**config.mk**
```make
export PLATFORM = sky130hd
export DESIGN_NAME = lldp_tlv_parser_unit
export DESIGN_NICKNAME = d
export VERILOG_FILES = /design/src/rtl/lldp_pkg.sv /design/src/rtl/lldp_front.sv /design/src/rtl/lldp_queue.sv /design/src/rtl/lldp_back.sv /design/src/rtl/lldp_tlv_parser_unit.sv
export SDC_FILE = /design/constraint.sdc
export NUM_CORES = 1
export LEC_CHECK = 0
export BUFFER_PORTS_ARGS = -buffer_cell sky130_fd_sc_hd__buf_4
export CAP_MARGIN = 40
export CORE_MARGIN = 1.5
export CORE_UTILIZATION = 39
export CTS_CLUSTER_DIAMETER = 60
export CTS_CLUSTER_SIZE = 8
export DETAILED_ROUTE_END_ITERATION = 12
export GPL_ROUTABILITY_DRIVEN = 1
export GPL_TIMING_DRIVEN = 0
export PLACE_DENSITY_LB_ADDON = 0.08
export SYNTH_ARGS = -nofsm -noshare
export SYNTH_HDL_FRONTEND = slang
export SYNTH_HIERARCHICAL = 1
export SYNTH_SLANG_ARGS = --single-unit
export TNS_END_PERCENT = 10
```
**constraint.sdc**
```tcl
create_clock -name aclk -period 5.8 [get_ports aclk]
set_input_delay 0.29 -clock aclk [delete_from_list [all_inputs] [get_ports aclk]]
set_output_delay 0.29 -clock aclk [all_outputs]
set_load 0.005 [all_outputs]
```
**src/rtl/lldp_pkg.sv**
```systemverilog
`timescale 1ns / 1ps
`default_nettype none

package lldp_pkg;

    // Defaults for top-level parameters
    localparam int PORT_COUNT_DEF = 64;

    // Decoupling queue between parser and result sequencer
    localparam int QUEUE_DEPTH = 4;
    localparam int QPTR_W      = $clog2(QUEUE_DEPTH);
    localparam int QCNT_W      = $clog2(QUEUE_DEPTH + 1);

    // TTL TLV value length that is accepted
    localparam logic [8:0] TTL_LEN = 9'd2;

    // TLV type codes
    localparam logic [6:0] TLV_END       = 7'd0;
    localparam logic [6:0] TLV_CHASSIS   = 7'd1;
    localparam logic [6:0] TLV_PORT_ID   = 7'd2;
    localparam logic [6:0] TLV_TTL       = 7'd3;
    localparam logic [6:0] TLV_PORT_DESC = 7'd4;
    localparam logic [6:0] TLV_SYS_NAME  = 7'd5;
    localparam logic [6:0] TLV_SYS_DESC  = 7'd6;

    // Result tlv_code values
    localparam logic [2:0] CODE_CHASSIS   = 3'd0;
    localparam logic [2:0] CODE_PORT_ID   = 3'd1;
    localparam logic [2:0] CODE_SYS_NAME  = 3'd2;
    localparam logic [2:0] CODE_SYS_DESC  = 3'd3;
    localparam logic [2:0] CODE_PORT_DESC = 3'd4;

    // Result kinds
    localparam logic KIND_VALUE   = 1'b0;
    localparam logic KIND_VERDICT = 1'b1;

    // Verdict codes
    localparam logic [1:0] VRD_UPDATE    = 2'd0;
    localparam logic [1:0] VRD_REMOVE    = 2'd1;
    localparam logic [1:0] VRD_MISSING   = 2'd2;
    localparam logic [1:0] VRD_MALFORMED = 2'd3;

    // found flag bits
    localparam int SEEN_CHASSIS = 0;
    localparam int SEEN_PORT_ID = 1;
    localparam int SEEN_TTL     = 2;

    // Parser phase
    typedef enum logic [1:0] {
        PH_HDR_HI,
        PH_HDR_LO,
        PH_VALUE,
        PH_DONE
    } phase_t;

    // Input transfer payload
    typedef struct packed {
        logic [7:0] data_byte;
        logic       frame_last;
        logic [5:0] rx_port;
    } in_item_t;

    // Result transfer payload
    typedef struct packed {
        logic        result_kind;
        logic [2:0]  tlv_code;
        logic [7:0]  value_octet;
        logic [8:0]  value_offset;
        logic [1:0]  verdict;
        logic [15:0] ttl_seconds;
        logic [7:0]  chassis_subtype;
        logic [7:0]  port_subtype;
        logic [5:0]  port_out;
        logic        result_last;
    } out_item_t;

    // Classified work for one byte: an optional value result and an optional verdict
    typedef struct packed {
        logic        val_valid;
        logic [2:0]  val_code;
        logic [7:0]  val_octet;
        logic [8:0]  val_offset;
        logic        vrd_valid;
        logic [1:0]  verdict;
        logic [15:0] ttl;
        logic [7:0]  chassis_sub;
        logic [7:0]  port_sub;
        logic [5:0]  port;
    } entry_t;

endpackage

`default_nettype wire

```
**src/rtl/lldp_front.sv**
```systemverilog
`timescale 1ns / 1ps
`default_nettype none

module lldp_front #(
    parameter int PORT_COUNT = lldp_pkg::PORT_COUNT_DEF
) (
    input  wire logic             aclk,
    input  wire logic             aresetn,
    input  wire logic             in_fire,
    input  wire lldp_pkg::in_item_t in_item,
    output logic                  push,
    output lldp_pkg::entry_t      push_entry
);
    import lldp_pkg::*;

    phase_t      phase_reg, phase_next, phase_mid;
    logic [7:0]  header_high_reg, header_high_next, header_high_mid;
    logic [6:0]  cur_type_reg, cur_type_next, cur_type_mid;
    logic [8:0]  bytes_left_reg, bytes_left_next, bytes_left_mid;
    logic [8:0]  byte_pos_reg, byte_pos_next, byte_pos_mid;
    logic [2:0]  found_reg, found_next, found_mid;
    logic [15:0] ttl_value_reg, ttl_value_next, ttl_value_mid;
    logic [15:0] ttl_stage_reg, ttl_stage_next, ttl_stage_mid;
    logic [7:0]  chassis_sub_reg, chassis_sub_next, chassis_sub_mid;
    logic [7:0]  port_sub_reg, port_sub_next, port_sub_mid;

    logic        port_ok;
    logic        step;
    logic        frame_end;
    logic        val_emit;
    logic [2:0]  val_code;
    logic [8:0]  val_offset;
    logic        malformed;
    logic [1:0]  verdict;

    // Drop bytes from ports beyond the configured count
    assign port_ok   = int'(in_item.rx_port) < PORT_COUNT;
    assign step      = in_fire && port_ok;
    assign frame_end = step && in_item.frame_last;

    // Walk the TLV structure one byte at a time
    always_comb begin
        phase_mid       = phase_reg;
        header_high_mid = header_high_reg;
        cur_type_mid    = cur_type_reg;
        bytes_left_mid  = bytes_left_reg;
        byte_pos_mid    = byte_pos_reg;
        found_mid       = found_reg;
        ttl_value_mid   = ttl_value_reg;
        ttl_stage_mid   = ttl_stage_reg;
        chassis_sub_mid = chassis_sub_reg;
        port_sub_mid    = port_sub_reg;
        val_emit        = 1'b0;
        val_code        = CODE_CHASSIS;
        val_offset      = byte_pos_reg;
        if (step) begin
            case (phase_reg)
                PH_HDR_HI: begin
                    header_high_mid = in_item.data_byte;
                    phase_mid       = PH_HDR_LO;
                end
                PH_HDR_LO: begin
                    cur_type_mid   = header_high_reg[7:1];
                    bytes_left_mid = {header_high_reg[0], in_item.data_byte};
                    byte_pos_mid   = 9'd0;
                    if (header_high_reg[7:1] == TLV_END) begin
                        phase_mid = PH_DONE;
                    end else if ({header_high_reg[0], in_item.data_byte} == 9'd0) begin
                        phase_mid = PH_HDR_HI;
                    end else begin
                        phase_mid = PH_VALUE;
                    end
                end
                PH_VALUE: begin
                    case (cur_type_reg)
                        TLV_CHASSIS: begin
                            if (byte_pos_reg == 9'd0) begin
                                chassis_sub_mid         = in_item.data_byte;
                                found_mid[SEEN_CHASSIS] = 1'b1;
                            end else begin
                                val_emit   = 1'b1;
                                val_code   = CODE_CHASSIS;
                                val_offset = byte_pos_reg - 9'd1;
                            end
                        end
                        TLV_PORT_ID: begin
                            if (byte_pos_reg == 9'd0) begin
                                port_sub_mid            = in_item.data_byte;
                                found_mid[SEEN_PORT_ID] = 1'b1;
                            end else begin
                                val_emit   = 1'b1;
                                val_code   = CODE_PORT_ID;
                                val_offset = byte_pos_reg - 9'd1;
                            end
                        end
                        TLV_TTL: begin
                            ttl_stage_mid = {ttl_stage_reg[7:0], in_item.data_byte};
                        end
                        TLV_PORT_DESC: begin
                            val_emit = 1'b1;
                            val_code = CODE_PORT_DESC;
                        end
                        TLV_SYS_NAME: begin
                            val_emit = 1'b1;
                            val_code = CODE_SYS_NAME;
                        end
                        TLV_SYS_DESC: begin
                            val_emit = 1'b1;
                            val_code = CODE_SYS_DESC;
                        end
                        default: begin
                            val_emit = 1'b0;
                        end
                    endcase
                    byte_pos_mid   = byte_pos_reg + 9'd1;
                    bytes_left_mid = bytes_left_reg - 9'd1;
                    // Close the TLV; latch TTL only for an exact two-byte value
                    if (bytes_left_mid == 9'd0) begin
                        if (cur_type_reg == TLV_TTL && byte_pos_mid == TTL_LEN) begin
                            ttl_value_mid       = ttl_stage_mid;
                            found_mid[SEEN_TTL] = 1'b1;
                        end
                        phase_mid = PH_HDR_HI;
                    end
                end
                PH_DONE: begin
                    if (bytes_left_reg != 9'd0) begin
                        bytes_left_mid = bytes_left_reg - 9'd1;
                    end
                end
                default: begin
                    phase_mid = PH_HDR_HI;
                end
            endcase
        end
    end

    // Clear per-frame state after the last byte
    always_comb begin
        if (frame_end) begin
            phase_next       = PH_HDR_HI;
            header_high_next = 8'd0;
            cur_type_next    = 7'd0;
            bytes_left_next  = 9'd0;
            byte_pos_next    = 9'd0;
            found_next       = 3'd0;
            ttl_value_next   = 16'd0;
            ttl_stage_next   = 16'd0;
            chassis_sub_next = 8'd0;
            port_sub_next    = 8'd0;
        end else begin
            phase_next       = phase_mid;
            header_high_next = header_high_mid;
            cur_type_next    = cur_type_mid;
            bytes_left_next  = bytes_left_mid;
            byte_pos_next    = byte_pos_mid;
            found_next       = found_mid;
            ttl_value_next   = ttl_value_mid;
            ttl_stage_next   = ttl_stage_mid;
            chassis_sub_next = chassis_sub_mid;
            port_sub_next    = port_sub_mid;
        end
    end

    // Rank the verdict: malformed, missing mandatory, then TTL zero
    always_comb begin
        malformed = (phase_mid == PH_VALUE || phase_mid == PH_DONE) &&
                    (bytes_left_mid != 9'd0);
        if (malformed) begin
            verdict = VRD_MALFORMED;
        end else if (found_mid != 3'b111) begin
            verdict = VRD_MISSING;
        end else if (ttl_value_mid == 16'd0) begin
            verdict = VRD_REMOVE;
        end else begin
            verdict = VRD_UPDATE;
        end
    end

    // Build the queue entry for this byte
    always_comb begin
        push_entry.val_valid   = val_emit;
        push_entry.val_code    = val_code;
        push_entry.val_octet   = in_item.data_byte;
        push_entry.val_offset  = val_offset;
        push_entry.vrd_valid   = frame_end;
        push_entry.verdict     = verdict;
        push_entry.ttl         = ttl_value_mid;
        push_entry.chassis_sub = chassis_sub_mid;
        push_entry.port_sub    = port_sub_mid;
        push_entry.port        = in_item.rx_port;
        push                   = step && (val_emit || frame_end);
    end

    // Hold parser state
    always_ff @(posedge aclk) begin
        if (!aresetn) begin
            phase_reg       <= PH_HDR_HI;
            header_high_reg <= 8'd0;
            cur_type_reg    <= 7'd0;
            bytes_left_reg  <= 9'd0;
            byte_pos_reg    <= 9'd0;
            found_reg       <= 3'd0;
            ttl_value_reg   <= 16'd0;
            ttl_stage_reg   <= 16'd0;
            chassis_sub_reg <= 8'd0;
            port_sub_reg    <= 8'd0;
        end else begin
            phase_reg       <= phase_next;
            header_high_reg <= header_high_next;
            cur_type_reg    <= cur_type_next;
            bytes_left_reg  <= bytes_left_next;
            byte_pos_reg    <= byte_pos_next;
            found_reg       <= found_next;
            ttl_value_reg   <= ttl_value_next;
            ttl_stage_reg   <= ttl_stage_next;
            chassis_sub_reg <= chassis_sub_next;
            port_sub_reg    <= port_sub_next;
        end
    end

endmodule

`default_nettype wire

```
**src/rtl/lldp_queue.sv**
```systemverilog
`timescale 1ns / 1ps
`default_nettype none

module lldp_queue (
    input  wire logic             aclk,
    input  wire logic             aresetn,
    input  wire logic             push,
    input  wire lldp_pkg::entry_t push_entry,
    input  wire logic             pop,
    output lldp_pkg::entry_t      head_entry,
    output logic                  head_valid,
    output logic                  full
);
    import lldp_pkg::*;

    entry_t              slots [QUEUE_DEPTH];
    logic [QPTR_W-1:0]   wr_ptr_reg, wr_ptr_next;
    logic [QPTR_W-1:0]   rd_ptr_reg, rd_ptr_next;
    logic [QCNT_W-1:0]   count_reg, count_next;
    logic                do_push;
    logic                do_pop;

    assign full       = count_reg == QCNT_W'(QUEUE_DEPTH);
    assign head_valid = count_reg != '0;
    assign head_entry = slots[rd_ptr_reg];
    assign do_push    = push && !full;
    assign do_pop     = pop && head_valid;

    // Advance pointers and occupancy
    always_comb begin
        wr_ptr_next = do_push ? wr_ptr_reg + QPTR_W'(1) : wr_ptr_reg;
        rd_ptr_next = do_pop ? rd_ptr_reg + QPTR_W'(1) : rd_ptr_reg;
        count_next  = count_reg;
        if (do_push && !do_pop) begin
            count_next = count_reg + QCNT_W'(1);
        end else if (do_pop && !do_push) begin
            count_next = count_reg - QCNT_W'(1);
        end
    end

    always_ff @(posedge aclk) begin
        if (!aresetn) begin
            wr_ptr_reg <= '0;
            rd_ptr_reg <= '0;
            count_reg  <= '0;
        end else begin
            wr_ptr_reg <= wr_ptr_next;
            rd_ptr_reg <= rd_ptr_next;
            count_reg  <= count_next;
        end
    end

    // Store entries
    always_ff @(posedge aclk) begin
        if (do_push) begin
            slots[wr_ptr_reg] <= push_entry;
        end
    end

endmodule

`default_nettype wire

```
**src/rtl/lldp_back.sv**
```systemverilog
`timescale 1ns / 1ps
`default_nettype none

module lldp_back (
    input  wire logic             aclk,
    input  wire logic             aresetn,
    input  wire lldp_pkg::entry_t head_entry,
    input  wire logic             head_valid,
    output logic                  pop,
    output logic                  m_valid,
    input  wire logic             m_ready,
    output lldp_pkg::out_item_t   m_data
);
    import lldp_pkg::*;

    out_item_t m_data_reg, m_data_next;
    logic      m_valid_reg, m_valid_next;
    logic      val_done_reg, val_done_next;
    logic      load;

    assign m_valid = m_valid_reg;
    assign m_data  = m_data_reg;
    assign load    = head_valid && (!m_valid_reg || m_ready);

    // Expand an entry into a value transfer and/or a verdict transfer
    always_comb begin
        m_data_next   = m_data_reg;
        m_valid_next  = m_valid_reg && !m_ready;
        val_done_next = val_done_reg;
        pop           = 1'b0;
        if (load) begin
            m_valid_next = 1'b1;
            if (head_entry.val_valid && !val_done_reg) begin
                m_data_next.result_kind     = KIND_VALUE;
                m_data_next.tlv_code        = head_entry.val_code;
                m_data_next.value_octet     = head_entry.val_octet;
                m_data_next.value_offset    = head_entry.val_offset;
                m_data_next.verdict         = 2'd0;
                m_data_next.ttl_seconds     = 16'd0;
                m_data_next.chassis_subtype = 8'd0;
                m_data_next.port_subtype    = 8'd0;
                m_data_next.port_out        = head_entry.port;
                m_data_next.result_last     = !head_entry.vrd_valid;
                if (head_entry.vrd_valid) begin
                    val_done_next = 1'b1;
                end else begin
                    pop = 1'b1;
                end
            end else begin
                m_data_next.result_kind     = KIND_VERDICT;
                m_data_next.tlv_code        = 3'd0;
                m_data_next.value_octet     = 8'd0;
                m_data_next.value_offset    = 9'd0;
                m_data_next.verdict         = head_entry.verdict;
                m_data_next.ttl_seconds     = head_entry.ttl;
                m_data_next.chassis_subtype = head_entry.chassis_sub;
                m_data_next.port_subtype    = head_entry.port_sub;
                m_data_next.port_out        = head_entry.port;
                m_data_next.result_last     = 1'b1;
                val_done_next               = 1'b0;
                pop                         = 1'b1;
            end
        end
    end

    always_ff @(posedge aclk) begin
        if (!aresetn) begin
            m_valid_reg  <= 1'b0;
            val_done_reg <= 1'b0;
        end else begin
            m_valid_reg  <= m_valid_next;
            val_done_reg <= val_done_next;
        end
    end

    // Hold the output payload
    always_ff @(posedge aclk) begin
        m_data_reg <= m_data_next;
    end

endmodule

`default_nettype wire

```
**src/rtl/lldp_tlv_parser_unit.sv**
```systemverilog
// A result travels from its byte transfer to m_ through the queue write and
// then the output register.
// Throughput: one byte per cycle; a byte that carries both a value result and
// a verdict yields two output transfers, absorbed by a four-entry queue between
// the TLV parser and the result sequencer; s_ready drops while the queue is full.
// Reset: synchronous, active-low aresetn clears the parser state, the queue
// and the output valid.
`timescale 1ns / 1ps
`default_nettype none

module lldp_tlv_parser_unit #(
    parameter int PORT_COUNT = lldp_pkg::PORT_COUNT_DEF
) (
    input  wire logic               aclk,
    input  wire logic               aresetn,
    input  wire logic               s_valid,
    output logic                    s_ready,
    input  wire lldp_pkg::in_item_t s_data,
    output logic                    m_valid,
    input  wire logic               m_ready,
    output lldp_pkg::out_item_t     m_data
);
    import lldp_pkg::*;

    logic   in_fire;
    logic   push;
    entry_t push_entry;
    logic   pop;
    entry_t head_entry;
    logic   head_valid;
    logic   full;

    // Accept a byte whenever the queue has room for its entry
    assign s_ready = !full;
    assign in_fire = s_valid && s_ready;

    lldp_front #(
        .PORT_COUNT(PORT_COUNT)
    ) u_front (
        .aclk       (aclk),
        .aresetn    (aresetn),
        .in_fire    (in_fire),
        .in_item    (s_data),
        .push       (push),
        .push_entry (push_entry)
    );

    lldp_queue u_queue (
        .aclk       (aclk),
        .aresetn    (aresetn),
        .push       (push),
        .push_entry (push_entry),
        .pop        (pop),
        .head_entry (head_entry),
        .head_valid (head_valid),
        .full       (full)
    );

    lldp_back u_back (
        .aclk       (aclk),
        .aresetn    (aresetn),
        .head_entry (head_entry),
        .head_valid (head_valid),
        .pop        (pop),
        .m_valid    (m_valid),
        .m_ready    (m_ready),
        .m_data     (m_data)
    );

endmodule

`default_nettype wire

```
==> impl_metrics.ini <==
[outcome]
status = completed

[die]
die_area_sq_um = 44000
pin_count = 83
core_area_sq_um = 42000
rows = 75
fp.dieW_um = 210
die_y_um = 210
start_util_pct = 39.7

[sta]
relSlewSlack_pct = 41.5
drv_slew = 0
worstMarginPinSlew_ns = 0.870
rsz0062_at_grt = no
period_needed_ns = 4.23
hold_viol = 0
setup_viol_count_final = 0
fmax_mhz = 236
fin_worst_skew_ns = 0.0127
fin_crit_sh_pct = 73.0

[grt]
grt_pass1_vias = 9430
grt_usage_pct = 17.0
use_met2_pct = 27.2
top_usage_layer = met2
overflow = 0
grt_pass1_wl_um = 56100
gr-usage-met3_pct = 3.04
use_met1_pct = 23.5
antenna_found_initial = 0
grt_max_degree = 48

[synth]
yosys-mux-area-fraction_pct = 12.1
avgSynthCellArea_sq_um = 15.5
synth_cell_types = 69
syn_nets = 1114
synth_ff_type = edfxtp_1
synth-compound-area-share_pct = 4.00
yosys_warnings = 6
yosysSeqAreaShare_pct = 67.4
synth_xor_area_share_pct = 0.945
ys_seq_elements = 407
syn_area_sq_um = 16700
yosys.area_share.simple_pct = 11.0
synth_edf_count = 310
syn_inst = 1079
yosys.area_share.adder_pct = 1.24
synth_top_family_by_area = multiplexers
ys_async_sr_fraction_pct = 0

[critical_path]
slowest_stage = nor3_1
crit_type = reg2reg
critPathMaxFanout = 10
critPathBufInv = 3
worst_setup_path_end_kind = flop
cp_common_cell = nor2b_1
startpoint_type = flop
regToRegSetupSlack_ns = 1.57
cpPeakStageDelay_ns = 0.53
required_ns = 6.30
cp_top_family = simple AND/OR/NAND/NOR gates
cp.arrival_ns = 4.74
cp_cell_sequence = nor3b_2, nor2b_1, clkbuf_1, nand3_1, nor3_1, nand2_1, o21ai_0, nand2b_1, nor2b_1, buf_2, ha_1, inv_1, fa_1, xor2_1, or3_1, a21boi_0

[cts]
clk_pin_slew_ns = 0.05
holdBufCountCts = 6
clkSinkCount = 407
cts_setup_buffers = 0
h-tree-depth = 2
cts_buffer_depth = 3
cts.repair.resized = 0
root_buffer = clkbuf_16
cts_buffers = 57
cts_tree = yes
clkLatencyLatePin_ns = 0.58

[pwr]
peakVddDrop_mv = 0.204
p_leak_uw = 0.00697
p_sw_uw = 2160
clkPwrFrac_pct = 35.6
pwr-share-comb_pct = 21.2
powerDensity_nw_per_um2 = 436
seqPwrFrac_pct = 43.2
p_int_uw = 6480
sw_frac_of_total_pct = 25.0

[placed_design]
placed_cells = 1701
hpwl_um = 23000
port_buffers = 76
gp_congestion = 0.833

[detailed_routing]
routedWlPerCell_um = 20.3
vias = 9269
drt_pass1_iterations = 5
first_iter_violations = 668
final_antenna_net_count = 0
wirelength_um = 36700
vias_per_cell = 5.12
drc = 0

[finish]
num-nets-final = 1262
antennaDiodeCount = 0
layout-drive-gt1-share_pct = 26.8
largest_reg_flops = 248
synthToLayoutAreaGrowth_pct = 18.9
layoutNonFillerInstCount = 1812
post-route-util_pct = 47.2

[flow_run]
maxCapViolCount = 0

[worst_hold_path]
hold_path.class = in2reg
Yosys cell counts (all sizes together) (2+ instances only):
master	instances	area (sq um)
o21ai	13	65.1
nor2	35	131
or4b	3	30.0
nor2b	40	258
o22ai	2	12.5
nor4	9	68.8
a31oi	3	18.8
nand4b	2	17.5
mux2	49	552
a2bb2oi	4	35.0
nand2b	5	31.3
xor2	6	52.6
or4	10	75.1
buf	42	364
and2	64	460
or2	3	18.8
a21o	5	37.5
edfxtp	310	9310
dfxtp	97	1940
and3	3	18.8
nor4b	2	17.5
a21boi	4	30.0
inv	17	66.3
nand2	80	300
o41ai	2	25.0
mux4	62	1400
nand3	25	125
a211oi	3	22.5
o311ai	2	17.5
nor3	19	106
xnor2	12	105
or3	5	36.3
or3b	4	35.0
a22oi	5	37.5
nor3b	3	27.5
ha	15	188
clkbuf	31	118
nand4	7	43.8
a21oi	56	280
o31ai	3	41.3
mux2i	7	70.1
path summary, 6_finish.rpt:
kind                                               start                                      to  cells past startpoint
hold / removal                                   aresetn        u_back/val_done_reg$_SDFFE_PN0P_                      3
setup / recovery       u_queue/count_reg[0]$_SDFFE_PN0P_       u_queue/count_reg[2]$_SDFFE_PN0P_                     16
hold reg to reg   u_front/ttl_stage_reg[15]$_SDFFE_PP0P_  u_front/ttl_stage_reg[15]$_SDFFE_PP0P_                      2
setup reg to reg       u_queue/count_reg[0]$_SDFFE_PN0P_       u_queue/count_reg[2]$_SDFFE_PN0P_                     16
cell families (layout without fill, tap and decap cells):
kind of cell             count (synthesis)  in the layout
multiplexers                           118            118
buffers and inverters                   91            285
AND/OR/NAND/NOR                        322            322
adder cells (fa/ha/maj)                 16             16
XOR/XNOR                                18             18
AO/OA/AOI/OAI                          107            107
flip-flops                             407            407
placed cells by master, fill, tap and decap left out, types with 6 or more instances in the layout:
| cell type | n |
|---|---|
| a21oi_1 | 56 |
| and2_1 | 36 |
| and2_4 | 28 |
| buf_1 | 6 |
| buf_12 | 6 |
| buf_2 | 10 |
| buf_4 | 92 |
| buf_6 | 6 |
| clkbuf_1 | 72 |
| clkbuf_16 | 59 |
| dfxtp_1 | 97 |
| dlygate4sd3_1 | 6 |
| edfxtp_1 | 310 |
| ha_1 | 15 |
| inv_1 | 15 |
| mux2_2 | 47 |
| mux2i_1 | 7 |
| mux4_2 | 62 |
| nand2_1 | 80 |
| nand3_1 | 25 |
| nand4_1 | 7 |
| nor2_1 | 35 |
| nor2b_1 | 39 |
| nor3_1 | 18 |
| nor4_1 | 7 |
| o21ai_0 | 13 |
| or4_1 | 10 |
| xnor2_1 | 12 |
| xor2_1 | 6 |
layer usage:
layer / vias to the layer above / part of all wire [%]
li1: 4367 / -
met1: 4633 / 46
met2: 213 / 47
met3: 56 / 4.4
met4: 0 / 2.3
met5: - / 0
stage by stage:
step                      setup TNS (ns)  total power [uW]  cell area [sq um]  hold WS (ns)  setup WS, ns
after detailed placement               0              5670              18100         0.449          1.60
after floorplan                        0              4910              16700         0.426          1.88
after global placement           -124.26              5650              17900         0.443        -0.571
after CTS                              0              8790              19800       0.00190          1.56
after global routing                   0              9060              19800        0.0180          1.15
final                                  0              8640              19800        0.0324          1.57
worst reg2reg max path: cells and delay by family, from the launching register on:
family / cells / cell delay, ns
compound gates: 2 / 0.39
simple gates: 8 / 1.85
flops: 1 / 0.49
xor+xnor: 1 / 0.15
fa+ha+maj: 2 / 0.58
buf+inv: 3 / 0.69
area by class of cell:
cell class | count | area [sq um]
plain buffers | 73 | 482
fillers | 3762 | 22200
clock inverters | 2 | 13.8
inverters | 18 | 72.6
multi-input cells | 581 | 4890
well taps | 539 | 674
flip-flops and latches | 407 | 11300
repair buffers | 89 | 785
clock buffers | 103 | 1660
power groups by stage:
stage | clock, uW | sequential (uW) | combinational, uW
after floorplan | 0 | 3810 | 1100
after global placement | 0 | 3820 | 1830
after detailed placement | 0 | 3790 | 1880
after CTS | 3160 | 3730 | 1890
after global routing | 3300 | 3760 | 1990
final | 3080 | 3730 | 1830
Power figures use the tool's default switching activity.
